File: config.mk
export PLATFORM = sky130hd
export DESIGN_NAME = bnfa_bitmap_ram
export DESIGN_NICKNAME = d
export VERILOG_FILES = /design/src/rtl/assert_macros.svh /design/src/rtl/bnfa_bitmap_ram.sv
export SDC_FILE = /design/constraint.sdc
export NUM_CORES = 2
export LEC_CHECK = 0
export BUFFER_PORTS_ARGS = -buffer_cell sky130_fd_sc_hd__buf_2
export CAP_MARGIN = 20
export CELL_PAD_IN_SITES_DETAIL_PLACEMENT = 0
export CELL_PAD_IN_SITES_GLOBAL_PLACEMENT = 1
export CORE_MARGIN = 1
export CORE_UTILIZATION = 55
export DETAILED_ROUTE_END_ITERATION = 12
export PLACE_DENSITY_LB_ADDON = 0.1
export SLEW_MARGIN = 25
export SYNTH_ARGS = -nofsm -noshare
export SYNTH_HDL_FRONTEND = slang
export SYNTH_SLANG_ARGS = --single-unit
File: constraint.sdc
create_clock -name clk -period 5.2 [get_ports clk]
set_input_delay 0.78 -clock clk [delete_from_list [all_inputs] [get_ports clk]]
set_output_delay 0.78 -clock clk [all_outputs]
set_load 0.01 [all_outputs]
File: src/rtl/assert_macros.svh
// Assertion macros shared by the allocator RTL.
// Compiled out when SYNTHESIS is defined; no other dependencies.
`ifndef ASSERT_MACROS_SVH
`define ASSERT_MACROS_SVH
`ifndef SYNTHESIS
`define BNFA_ASSERT(lbl, clk, rstn, cond) \
	lbl: assert property (@(posedge clk) disable iff (!rstn) (cond)) \
		else $error("allocator check failed");
`define BNFA_ASSERT_IMP(lbl, clk, rstn, ante, cons) \
	lbl: assert property (@(posedge clk) disable iff (!rstn) (ante) |-> (cons)) \
		else $error("allocator check failed");
`define BNFA_ASSERT_NEXT(lbl, clk, rstn, ante, cons) \
	lbl: assert property (@(posedge clk) disable iff (!rstn) (ante) |=> (cons)) \
		else $error("allocator check failed");
`else
`define BNFA_ASSERT(lbl, clk, rstn, cond)
`define BNFA_ASSERT_IMP(lbl, clk, rstn, ante, cons)
`define BNFA_ASSERT_NEXT(lbl, clk, rstn, ante, cons)
`endif
`endif

File: src/rtl/bnfa_bitmap_ram.sv
// Occupancy bitmap store: one write port, one registered read port.
// Depends on nothing but its parameters.
`default_nettype none
module bnfa_bitmap_ram #(
	parameter int DEPTH = 512,
	parameter int AW    = 9
) (
	input  wire logic          clk,
	input  wire logic          we,
	input  wire logic [AW-1:0] waddr,
	input  wire logic [7:0]    wdata,
	input  wire logic [AW-1:0] raddr,
	output logic      [7:0]    rdata
);
	logic [7:0] mem [DEPTH];

	always_ff @(posedge clk) begin
		if (we) begin
			mem[waddr] <= wdata;
		end
		rdata <= mem[raddr];
	end
endmodule
`default_nettype wire

# Word level (Yosys, flattened, before mapping)
# Memory sizes are Yosys's and may differ from the RTL's. A register that Yosys moved wholly into a read port is not among the register bits.
# Cells that the tools add are included.
# totals
ram_bits	4096
n_memories	1
register_bits	0
in_bits	28
out_inout_bits	8
# memory_table
name	words	width	read_ports	rd_clocked_by_memory_dff	wr	line_no	text
mem	512	8	1	1	1	bnfa_bitmap_ram.sv:15	logic [7:0] mem [DEPTH];
# classes
n_mux	2
# op_table
cell	count
$mux 1	2

# Logic depth before layout (Yosys ltp)
# logic_depth
depth_word	2
mapped_depth	12
ltp_nobuf	7

# Least setup slack after synthesis
# Ideal clock, no wire load.
# synth_path
path_type	input-to-reg
start	in raddr[0]
end	reg rdata[0], read port of mem
required_time_ns	5.082
slack_ns	2.448
path_buffers	4
path_stages	10
arrival_ns	2.634
cell_sequence	buf_4 buf_12 buf_12 buf_2 mux4_2 o21ai_0 nand3_1 nand4_1 o21ai_0 o2111a_1
# synth_lines
item	line_no	text
start, declared	bnfa_bitmap_ram.sv:12	input wire logic [AW-1:0] raddr,
end, declared	bnfa_bitmap_ram.sv:13	output logic [7:0] rdata

==> flow_metrics.env <==
export IMPL_syn_num_nets=8058
export IMPL_hold_worst_slack_ns=0.2687
export IMPL_drv_cap=0
export IMPL_power_share_combinational_pct=4.9
export IMPL_dp_hpwl_um=258600
export IMPL_power_internal_uw=53910
export IMPL_crit_required_ns=6.09
export IMPL_p_switching_uw=14650
export IMPL_final_core_utilization_pct=61.97
export IMPL_crit_chain="buf_12 -> buf_4 -> buf_4 -> mux2i_1 -> o221ai_1 -> a21oi_1 -> nor4_1 -> nand4_1 -> nor4_1 -> o2111a_1"
export IMPL_max_freq_ghz=0.2604
export IMPL_slowest_delay_ns=0.76
export IMPL_maxSlewViolCount=0
export IMPL_grt_pass1_vias=81000
export IMPL_vias=82000
export IMPL_hold_buffers=0
export IMPL_clk_latency_ns=0.95
export IMPL_ios=36
export IMPL_hold_violations=0
export IMPL_via_per_inst=6.540
export IMPL_clock_sinks=4104
export IMPL_synth_compound_area_share_pct=4.313
export IMPL_status="finished clean"
export IMPL_dieArea_sq_um=292900
export IMPL_place_area_sq_um=165900
export IMPL_gp_congestion=0.8775
export IMPL_leakage_uw=0.05685
export IMPL_dieHeight_um=541.2
export IMPL_yosys_most_used_dff="edfxtp_1"
export IMPL_p_total_uw=68550
export IMPL_start_kind="input port"
export IMPL_post_cts_buffers=0
export IMPL_drt_iter0_markers=9973
export IMPL_final_area_sq_um=178900
export IMPL_cpMaxStageDelayCell="nor4_1"
export IMPL_path_clk_slew_ns=0.06
export IMPL_critPathBufInv=3
export IMPL_synth_warning_count=0
export IMPL_synth_top_family_by_area="multiplexers"
export IMPL_layout_commonest_cell="edfxtp_1"
export IMPL_max_slew_margin_rel_pct=20.05
export IMPL_synth_edf_count=4096
export IMPL_synth_simple_area_share_pct=2.631
export IMPL_critical_path_max_fanout=26
export IMPL_grt_pass1_wl_um=601500
export IMPL_rows=197
export IMPL_switching_share_pct=21.37
export IMPL_clockBufferDepth=4
export IMPL_antenna_found_initial=18
export IMPL_syn_to_final_growth_pct=11.84
export IMPL_post_synth_xor_area_fraction_pct=0
export IMPL_initial_core_util_pct=55.41
export IMPL_drive_gt1_share_pct=18.92
export IMPL_finalCriticalPeriod_ns=3.840
export IMPL_syn_area_sq_um=159900
export IMPL_wirelength_um=421500
export IMPL_ir_worst_vdd_mv=0.3192
export IMPL_synth_area_per_cell_sq_um=19.92
export IMPL_crit_family="simple AND/OR/NAND/NOR gates"
export IMPL_core_sq_um=288600
export IMPL_ys_seq_area_share_pct=77.01
export IMPL_multi_input_area_sq_um=34030
export IMPL_synthDistinctLibCells=51
export IMPL_fin_setup_tns_ns=0
export IMPL_tightest_slew_ns=1.187
export IMPL_wl_per_cell_um=33.62
export IMPL_crit_type="input port to flop"
export IMPL_cp_arrival_ns=4.73
export IMPL_cts_inserted_buffers=410
export IMPL_synth_fa_ha_area_share_pct=0
export IMPL_layout_nets=8346
export IMPL_drc=0
export IMPL_numPortBuffers=35
export IMPL_p_seq_share_pct=53.2
export IMPL_async_flop_share_pct=0
export IMPL_min_path_type="input port to flop"
export IMPL_mostFrequentLayoutCells="4096 x edfxtp_1, 797 x mux2i_1, 654 x mux4_2"
export IMPL_ff_latch_area_sq_um=123200
export IMPL_syn_inst=8030
export IMPL_endpoint_kind="flop"
export IMPL_period_share_pct=73.84
export IMPL_grt_usage_pct=28.74
export IMPL_clkPwrFrac_pct=41.9
export IMPL_nFillCells=20070
export IMPL_power_density_nw_per_um2=383.3
export IMPL_overflow=0
export IMPL_cts_tree="built"
export IMPL_synth_mux_area_share_pct=14.20
export IMPL_cts_root_buf="clkbuf_16"
export IMPL_antenna_left=0
export IMPL_rsz0062_at_grt="no"
export IMPL_first_pass_iters=5
export IMPL_htree_num_levels=5
export IMPL_die_w_um=541.2
export IMPL_grt_max_degree=163
export IMPL_clock_skew_ns=0.05154
export IMPL_setup_viol=0
export IMPL_cts_resized=0
export IMPL_ys_ff_latch=4104
-- sequential cells by signal, indices dropped and copies added, names as in the netlist --
name   cells
mem     4096
rdata      8
-- worst paths after layout --
path          startpoint          to  slack, ns  cells after the start
min reg2reg  mem[298][3]    rdata[3]       1.13                      6
min             wdata[3]  mem[19][3]       0.27                      1
max reg2reg   mem[59][0]    rdata[0]       2.02                      7
max             raddr[0]    rdata[0]       1.36                     10
-- worst register-to-register path, stage by stage, from the launching register on --
cell	delay [ns]
edfxtp_1	0.33
mux2i_1	0.10
o221ai_1	0.32
a21oi_1	0.33
nor4_1	0.74
nand4_1	0.27
nor4_1	0.77
o2111a_1	0.29
-- per-layer routing --
metal / vias to the layer above / global-route usage, % / wire length [um]
met4: 6 / 8.237 / 11620
li1: 34070 / - / -
met3: 583 / 4.733 / 35670
met2: 3788 / 44.98 / 200600
met5: - / 0 / 41
met1: 43560 / 42.17 / 173600
-- per-stage QoR --
step / setup WS (ns) / std cells
global placement: 0.4711 / 11790
floorplan: 2.448 / 8030
global route: 1.381 / 12540
detailed placement: 0.4557 / 11790
finish: 1.360 / 12540
CTS: 1.488 / 12530
-- Yosys cell counts, types with 4 or more instances --
library cell     n  area share [%]
edfxtp_1      4096              77
mux2i_1        797             5.0
mux4_2         654             9.2
nor2_1         597             1.4
o221ai_1       371             2.0
clkbuf_1       265            0.62
a21oi_1        194            0.61
o22ai_1        163            0.64
o21ai_0        118            0.37
nand2_1        111            0.26
nor3_1         109            0.34
buf_4           70            0.33
buf_6           64            0.45
a22oi_1         61            0.29
buf_2           57            0.18
buf_1           41           0.096
nand3_1         36            0.11
nor4_1          36            0.14
nand4_1         32            0.13
and2_1          20           0.078
a211oi_1        17           0.080
o31ai_1         13           0.061
buf_8           11            0.10
dfxtp_1          8            0.10
nor3b_1          8           0.038
o2111a_1         8           0.056
o41ai_1          7           0.038
nor2b_1          6           0.023
or3_1            6           0.023
a22o_1           5           0.027
buf_12           5           0.063
o311ai_0         5           0.027
and3_1           4           0.016
and3b_1          4           0.022
nand2b_1         4           0.016
or2_2            4           0.016
-- area by class of cell --
| cell class | count | area share [%] |
|---|---|---|
| clock inverters | 250 | 1.275 |
| well taps | 3880 | 2.714 |
| clock buffers | 495 | 5.962 |
| diodes | 7 | 0.009793 |
| inverters | 3 | 0.01049 |
| multi-input cells | 3410 | 19.02 |
| flip-flops and latches | 4104 | 68.86 |
| repair buffers | 389 | 2.147 |
-- power groups by stage --
stage | clock network [uW] | registers (uW) | logic, uW
after detailed placement | 0 | 37200 | 3340
final | 28700 | 36500 | 3350
after floorplan | 0 | 37200 | 1730
after global placement | 0 | 37200 | 3300
after CTS | 29100 | 36500 | 3350
after global routing | 30200 | 36500 | 3490
-- logic make-up (layout without fill, tap and decap cells) --
family / Yosys count / after routing
AO/OA/AOI/OAI: 979 / 979
buffers and inverters: 516 / 1137
flip-flops: 4104 / 4104
multiplexers: 1451 / 1451
other: 0 / 7
AND/OR/NAND/NOR: 980 / 980
Note: power is estimated with default switching activity, not from simulation.
