## config.mk

```make
export PLATFORM = sky130hd
export DESIGN_NAME = bnfa_byte_scan
export DESIGN_NICKNAME = d
export VERILOG_FILES = /design/src/rtl/assert_macros.svh /design/src/rtl/bnfa_pkg.sv /design/src/rtl/bnfa_byte_scan.sv
export SDC_FILE = /design/constraint.sdc
export NUM_CORES = 1
export LEC_CHECK = 0
export ABC_AREA = 1
export BUFFER_PORTS_ARGS = -buffer_cell sky130_fd_sc_hd__buf_4
export CORE_AREA = 2 2 39 41
export DETAILED_ROUTE_END_ITERATION = 10
export DIE_AREA = 0 0 41 43
export PLACE_DENSITY_LB_ADDON = 0.12
export SLEW_MARGIN = 15
export SYNTH_ARGS = -nofsm -noshare
export SYNTH_HDL_FRONTEND = slang
export SYNTH_SLANG_ARGS = --single-unit
```

## constraint.sdc

```tcl
create_clock -name vclk -period 0.8
set_input_delay 0.12 -clock vclk [all_inputs]
set_output_delay 0.12 -clock vclk [all_outputs]
set_load 0.03 [all_outputs]
```

## src/rtl/assert_macros.svh

```systemverilog
// Assertion macros shared by the allocator RTL.
// Compiled out when SYNTHESIS is defined; no other dependencies.
`ifndef ASSERT_MACROS_SVH
`define ASSERT_MACROS_SVH
`ifndef SYNTHESIS
`define BNFA_ASSERT(lbl, clk, rstn, cond) \
	lbl: assert property (@(posedge clk) disable iff (!rstn) (cond)) \
		else $error("allocator check failed");
`define BNFA_ASSERT_IMP(lbl, clk, rstn, ante, cons) \
	lbl: assert property (@(posedge clk) disable iff (!rstn) (ante) |-> (cons)) \
		else $error("allocator check failed");
`define BNFA_ASSERT_NEXT(lbl, clk, rstn, ante, cons) \
	lbl: assert property (@(posedge clk) disable iff (!rstn) (ante) |=> (cons)) \
		else $error("allocator check failed");
`else
`define BNFA_ASSERT(lbl, clk, rstn, cond)
`define BNFA_ASSERT_IMP(lbl, clk, rstn, ante, cons)
`define BNFA_ASSERT_NEXT(lbl, clk, rstn, ante, cons)
`endif
`endif

```

## src/rtl/bnfa_pkg.sv

```systemverilog
// Shared types and constants for the bitmap next-fit allocator.
// No dependencies.
`default_nettype none
package bnfa_pkg;
	localparam int IDX_W    = 16;
	localparam int ALLOC_W  = 12;
	localparam int STATUS_W = 3;
	localparam int FREE_W   = 13;

	localparam logic CMD_ALLOC = 1'b0;
	localparam logic CMD_FREE  = 1'b1;

	localparam logic [STATUS_W-1:0] ST_OK           = 3'd0;
	localparam logic [STATUS_W-1:0] ST_NONE_FREE    = 3'd1;
	localparam logic [STATUS_W-1:0] ST_INCONSISTENT = 3'd2;
	localparam logic [STATUS_W-1:0] ST_RANGE        = 3'd3;
	localparam logic [STATUS_W-1:0] ST_ALREADY_FREE = 3'd4;

	localparam logic [7:0] BYTE_MSB = 8'h80;

	// result of examining one bitmap byte
	typedef struct packed {
		logic       found;
		logic [2:0] pos;   // 0 is the MSB, i.e. the first block of the byte
	} scan_res_t;
endpackage
`default_nettype wire

```

## src/rtl/bnfa_byte_scan.sv

```systemverilog
// Byte examiner: finds the first free block in one bitmap byte, MSB first.
// Uses bnfa_pkg; bits past the last block of a partial final byte count as used.
`default_nettype none
module bnfa_byte_scan
	import bnfa_pkg::*;
#(
	parameter int BLOCK_COUNT = 4096,
	parameter int AW          = 9
) (
	input  wire logic [7:0]    byte_data,
	input  wire logic [AW-1:0] byte_addr,
	output scan_res_t          res
);
	localparam int MAP_BYTES = (BLOCK_COUNT + 7) / 8;
	localparam int TAIL      = BLOCK_COUNT % 8;

	logic last_byte;
	logic [7:0] avail;

	assign last_byte = (byte_addr == AW'(MAP_BYTES - 1));

	always_comb begin
		for (int b = 0; b < 8; b++) begin
			avail[b] = !byte_data[7-b] && !(TAIL != 0 && last_byte && b >= TAIL);
		end
		res = '0;
		for (int b = 7; b >= 0; b--) begin
			if (avail[b]) begin
				res.found = 1'b1;
				res.pos   = 3'(b);
			end
		end
	end
endmodule
`default_nettype wire

```

---- Word level (Yosys, flattened, before mapping) ----
Index checks and enable logic that the tools add are counted.
operators by class
  muxes and demuxes ....................... 8
operators with widths
  operator           number
  4-bit two-way mux  8
storage, ports and cells
  bits in registers ....................... 0
  word-level logic and storage cells ...... 8
  bits of input ports ..................... 17
  output and inout port bits .............. 4

---- Logic depth before layout (Yosys ltp) ----
Gate-level depths: netlist (run 1).
  depth after elaboration ................. 8
  depth in mapped cells ................... 7

---- Least setup slack after synthesis (run 1) ----
OpenSTA, ideal clock, no wires.
  path type ............................... input to output
  from .................................... in byte_data[5]
  to ...................................... out res[1] (netlist name)
  stages .................................. 3
  setup slack ............................. -0.238 ns
  arrival ................................. 0.918 ns
  buffers on the path ..................... 0
  cell sequence ........................... nand2_1 a31oi_1 nor3_1
RTL lines
  item         line                  RTL
  from (decl)  bnfa_byte_scan.sv:10  input wire logic [7:0] byte_data,
  to (decl)    bnfa_byte_scan.sv:12  output scan_res_t res

==> results of run 1 <==
==> cells in the final DEF, fill, tap and decap left out, types with 2 or more instances in the layout <==
master	netlist	routed
buf_6	0	9
nand2_1	9	4
buf_4	0	4
nand2_4	0	3
inv_2	1	2
nor3_2	0	2
nand2_2	0	2
==> synthesized netlist by cell type <==
| master | instances | share of area (%) |
|---|---|---|
| nor3_1 | 2 | 12 |
| nor2_1 | 1 | 4.3 |
| inv_2 | 1 | 4.3 |
| nor4_2 | 1 | 14 |
| a21oi_2 | 1 | 10 |
| inv_1 | 2 | 8.7 |
| nand2_1 | 9 | 39 |
| a31oi_1 | 1 | 7.3 |
==> layout make-up <==
class                      instances  area, sq um
multi-input combinational         15          151
inverter                           3         15.0
timing repair buffer              14          146
tap                               16         20.0
fill                             173         1050
==> critical path: stages <==
cell and delay [ns]:
buf_8 0.10, inv_2 0.04, nand2_2 0.03, nand2_1 0.04, nand2_1 0.05, nand2_1 0.06, nand2_2 0.06, a21oi_4 0.11
buf_6 0.14
==> through the flow <==
| stage | hold slack (ns) | setup WS, ns | TNS [ns] |
|---|---|---|---|
| finish | 0.588 | -0.0839 | -0.169 |
| floorplan | 0.312 | -0.0210 | -0.0386 |
| global route | 0.604 | -0.153 | -0.369 |
| detailed placement | 0.632 | -0.143 | -0.352 |
| CTS | 0.607 | -0.0907 | -0.261 |
| global placement | 0.633 | -0.137 | -0.341 |
==> metal layers <==
metal	part of all wire, %	routed length (microns)
met1	36	146
met2	56	227
met3	7.9	32
met4	0	0
met5	0	0
==> where the power goes <==
part	internal, uW	leakage [uW]	switching, uW
Sequential	0	0	0
Clock	0	0	0
Combinational	84.2	0.000138	81.5
Total	84.2	0.000138	81.5
==> what timing repair did <==
item	4_1_cts	5_1_grt
resized for setup	21	5
pin swaps	8	2
setup buffers	0	0
endpoints found under the setup margin	4	4
==> cell families after synthesis <==
| family | Yosys count | synth area share, % |
|---|---|---|
| simple gates | 13 | 69.6 |
| compound gates | 2 | 17.4 |
| buf+inv | 3 | 13.0 |
==> path summary, 6_finish.rpt <==
path | startpoint | to | slack, ns | depth (start not counted)
max | byte_data[0] | res[0] | -0.08 | 9
min | byte_data[5] | res[0] | 0.59 | 4
==> results_dict.tcl, run 1 <==
set metrics [dict create \
    ir_drop_uv 148 \
    dp_hpwl_microns 303 \
    startpoint_type "input port" \
    crit_type "in2out" \
    maxSlewHeadroom_pct 86.2 \
    dieArea_sq_um 1760 \
    rows 14 \
    synth_cells 18 \
    final_cell_area_sq_um 333 \
    critical_path_arrival_ns 0.76 \
    required_ns 0.68 \
    synth_fp_nets 35 \
    violations "setup timing" \
    grt-busiest-layer "met2" \
    first_pass_iters 2 \
    finalWorstSetupSlack_ns -0.0839 \
    drive_gt1_share_pct 87.5 \
    power_density_nw_per_um2 498 \
    dieHeight_microns 43 \
    tightest_slew_ns 0.205 \
    drv_slew 0 \
    period_share_pct 110 \
    grt_use_total_pct 5.69 \
    clock_buffers 0 \
    start_util_pct 6.24 \
    use_met2_pct 9.69 \
    placement.io_buffers 12 \
    grt_max_degree 5 \
    drt_iter0_drc 1 \
    finalNetCount 51 \
    n_antenna_cell 0 \
    rsz0062_at_grt "true" \
    hold_buffers 0 \
    synth.distinct_cells 8 \
    cp_max_fo 2 \
    power_uw 166 \
    ys_warn_count 0 \
    met3_usage_pct 0 \
    leakage_uw 0.000138 \
    area_growth_pct 286 \
    maxCapViolCount 0 \
    antenna_found_initial 0 \
    grt_pass1_vias 184 \
    status "finished, violations left" \
    netlist_area_sq_um 86.3 \
    finalSetupViolations 3 \
    coreArea_sq_um 1380 \
    worst_setup_path_end_kind "output pin" \
    ant_nets 0 \
    fmax_ghz 1.13 \
    regArea_sq_um 0 \
    drc 0 \
    drt-total-wl_microns 406 \
    placed_cells 48 \
    use_met1_pct 8.23 \
    vias 171 \
    die_x_microns 41 \
    wl_per_cell_microns 8.46 \
    gp_congestion 0.625 \
    hold_viol_final 0 \
    grt_pass1_wl_microns 745 \
    min_path_type "in2out" \
    syn_area_per_cell_sq_um 4.80 \
    postLayoutCoreUtil_pct 24.1 \
    stdcell_count 48 \
    overflow 0 \
    seq_cell_count 0 \
    vias_per_cell 3.56 \
    synth-seq-area-share_pct 0 \
    io_pins 21 \
    layout_min_cycle_time_ns 0.884 \
    placed_area_sq_um 233 \
]
No activity file was read; power rests on OpenSTA's default activity.
==> inputs of run 2 (changes only) <==
==> constraint.sdc (replaced) <==
create_clock -name vclk -period 0.9
set_input_delay 0.135 -clock vclk [all_inputs]
set_output_delay 0.135 -clock vclk [all_outputs]
set_load 0.03 [all_outputs]
==> results_dict.tcl, run 2 (synthesis gave the netlist of run 1 again) <==
set metrics [dict create \
    hold_path.startpoint "byte_data[6]" \
    n_antenna_cell 0 \
    maxSlewHeadroom_pct 87.2 \
    top_layer_used "met3" \
    crit_type "in2out" \
    wl_per_cell_microns 7.36 \
    leakage_uw 0.000110 \
    critical_path_arrival_ns 0.78 \
    finalSetupViolations 2 \
    hold_viol_final 0 \
    cp_max_fo 2 \
    placement.io_buffers 12 \
    drc 0 \
    rsz0062_at_grt "true" \
    ant_nets 0 \
    area_growth_pct 178 \
    grt_pass1_vias 129 \
    finalNetCount 50 \
    min_path_type "in2out" \
    io_pins 21 \
    wl_met2_microns 147 \
    multi_input_area_sq_um 104 \
    power_uw 105 \
    drt_iter0_drc 0 \
    fmax_ghz 1.09 \
    placed_cells 47 \
    drt-met1-wl_microns 149 \
    required_ns 0.76 \
    drv_slew 0 \
    violations "setup timing" \
    dieArea_sq_um 1760 \
    fillers 159 \
    clock_buffers 0 \
    rows 14 \
    worst_setup_path_end_kind "output pin" \
    stdcell_count 47 \
    dp_hpwl_microns 291 \
    drive_gt1_share_pct 67.7 \
    grt_max_degree 5 \
    startpoint_type "input port" \
    tightest_slew_ns 0.190 \
    ir_drop_uv 129 \
    maxCapViolCount 0 \
    coreArea_sq_um 1380 \
    layout_min_cycle_time_ns 0.920 \
    finalWorstSetupSlack_ns -0.0197 \
    status "finished, violations left" \
    dr_wl_met3_microns 49 \
    gp_congestion 0.597 \
    die_x_microns 41 \
    period_share_pct 102 \
    first_pass_iters 1 \
    drt-total-wl_microns 346 \
    start_util_pct 6.24 \
    final_common_cell "buf_4" \
    hold-path-cell-count 3 \
    grt_pass1_wl_microns 496 \
    place_worst_setup_slack_ns -0.0529 \
    final_cell_mix "buf_4 (11), nand2_1 (8), inv_2 (2), nor3_2 (2), buf_6 (2)" \
    antenna_found_initial 0 \
    vias_per_cell 3.43 \
    regArea_sq_um 0 \
    post_cts.repair.setup_buffers 0 \
    seq_cell_count 0 \
    dieHeight_microns 43 \
    hold_end "res[0]" \
    grt_use_total_pct 3.70 \
    vias 161 \
    power_density_nw_per_um2 437 \
    overflow 0 \
]
-- run 2: cell count changes in the layout (fill, tap and decap cells not counted) --
| cell | before | now |
|---|---|---|
| buf_4 | 4 | 11 |
| nand2_4 | 3 | 0 |
| buf_8 | 1 | 0 |
| a21oi_4 | 1 | 0 |
| inv_1 | 0 | 1 |
| nand2_1 | 4 | 8 |
| a21oi_2 | 0 | 1 |
| a31oi_1 | 0 | 1 |
| a31oi_4 | 1 | 0 |
| buf_6 | 9 | 2 |
| clkinvlp_4 | 1 | 0 |
| nand2_2 | 2 | 1 |
-- run 2: timing repair --
item,4_1_cts,5_1_grt
gates cloned,0,0
resized for setup,4,3
endpoints found under the setup margin,3,4
hold buffers,0,0
-- run 2: worst max path at each step --
| stage | from | end | slack (ns) | cells after the start |
|---|---|---|---|---|
| 6_report | byte_data[0] | res[0] | -0.02 | 9 |
| 5_1_grt | byte_data[0] | res[0] | -0.07 | 9 |
| 4_1_cts | byte_data[0] | res[0] | -0.02 | 9 |
| 3_5_place_dp | byte_data[0] | res[0] | -0.05 | 9 |
| 3_3_place_gp | byte_data[0] | res[0] | -0.04 | 9 |
| 2_1_floorplan | byte_data[5] | res[1] | 0.05 | 3 |
-- run 2: metal layers --
layer / GRT usage [%] / vias up
met2: 5.00 / 9
met1: 6.65 / 66
met3: 0 / 0
li1: - / 86
met4: 0 / 0
met5: 0 / -
-- run 2: area by class of cell --
cell class / count / share of cell area, %
inverters: 3 / 4.69
repair buffers: 13 / 43.8
multi-input cells: 15 / 43.2
well taps: 16 / 8.33
-- run 2: worst max-delay path, cell delays in order --
cell and delay (ns):
buf_6 0.09, inv_2 0.04, nand2_2 0.04, nand2_1 0.04, nand2_1 0.05, nand2_1 0.05, nand2_1 0.06, a21oi_2 0.13
buf_6 0.14
-- run 2: report_power, final --
| group | total (uW) | switching, uW | internal (uW) |
|---|---|---|---|
| Sequential | 0 | 0 | 0 |
| Combinational | 105 | 54.6 | 50.4 |
| Clock | 0 | 0 | 0 |
| Total | 105 | 54.6 | 50.4 |
-- run 2: through the flow --
step,setup TNS [ns],cell area (sq um),hold WS [ns],util (%)
floorplan,0,100,0.371,-
global placement,-0.0461,218,0.564,15.7
detailed placement,-0.0722,218,0.565,15.7
CTS,-0.0314,228,0.543,16.5
global route,-0.173,240,0.552,17.4
finish,-0.0352,240,0.542,17.4
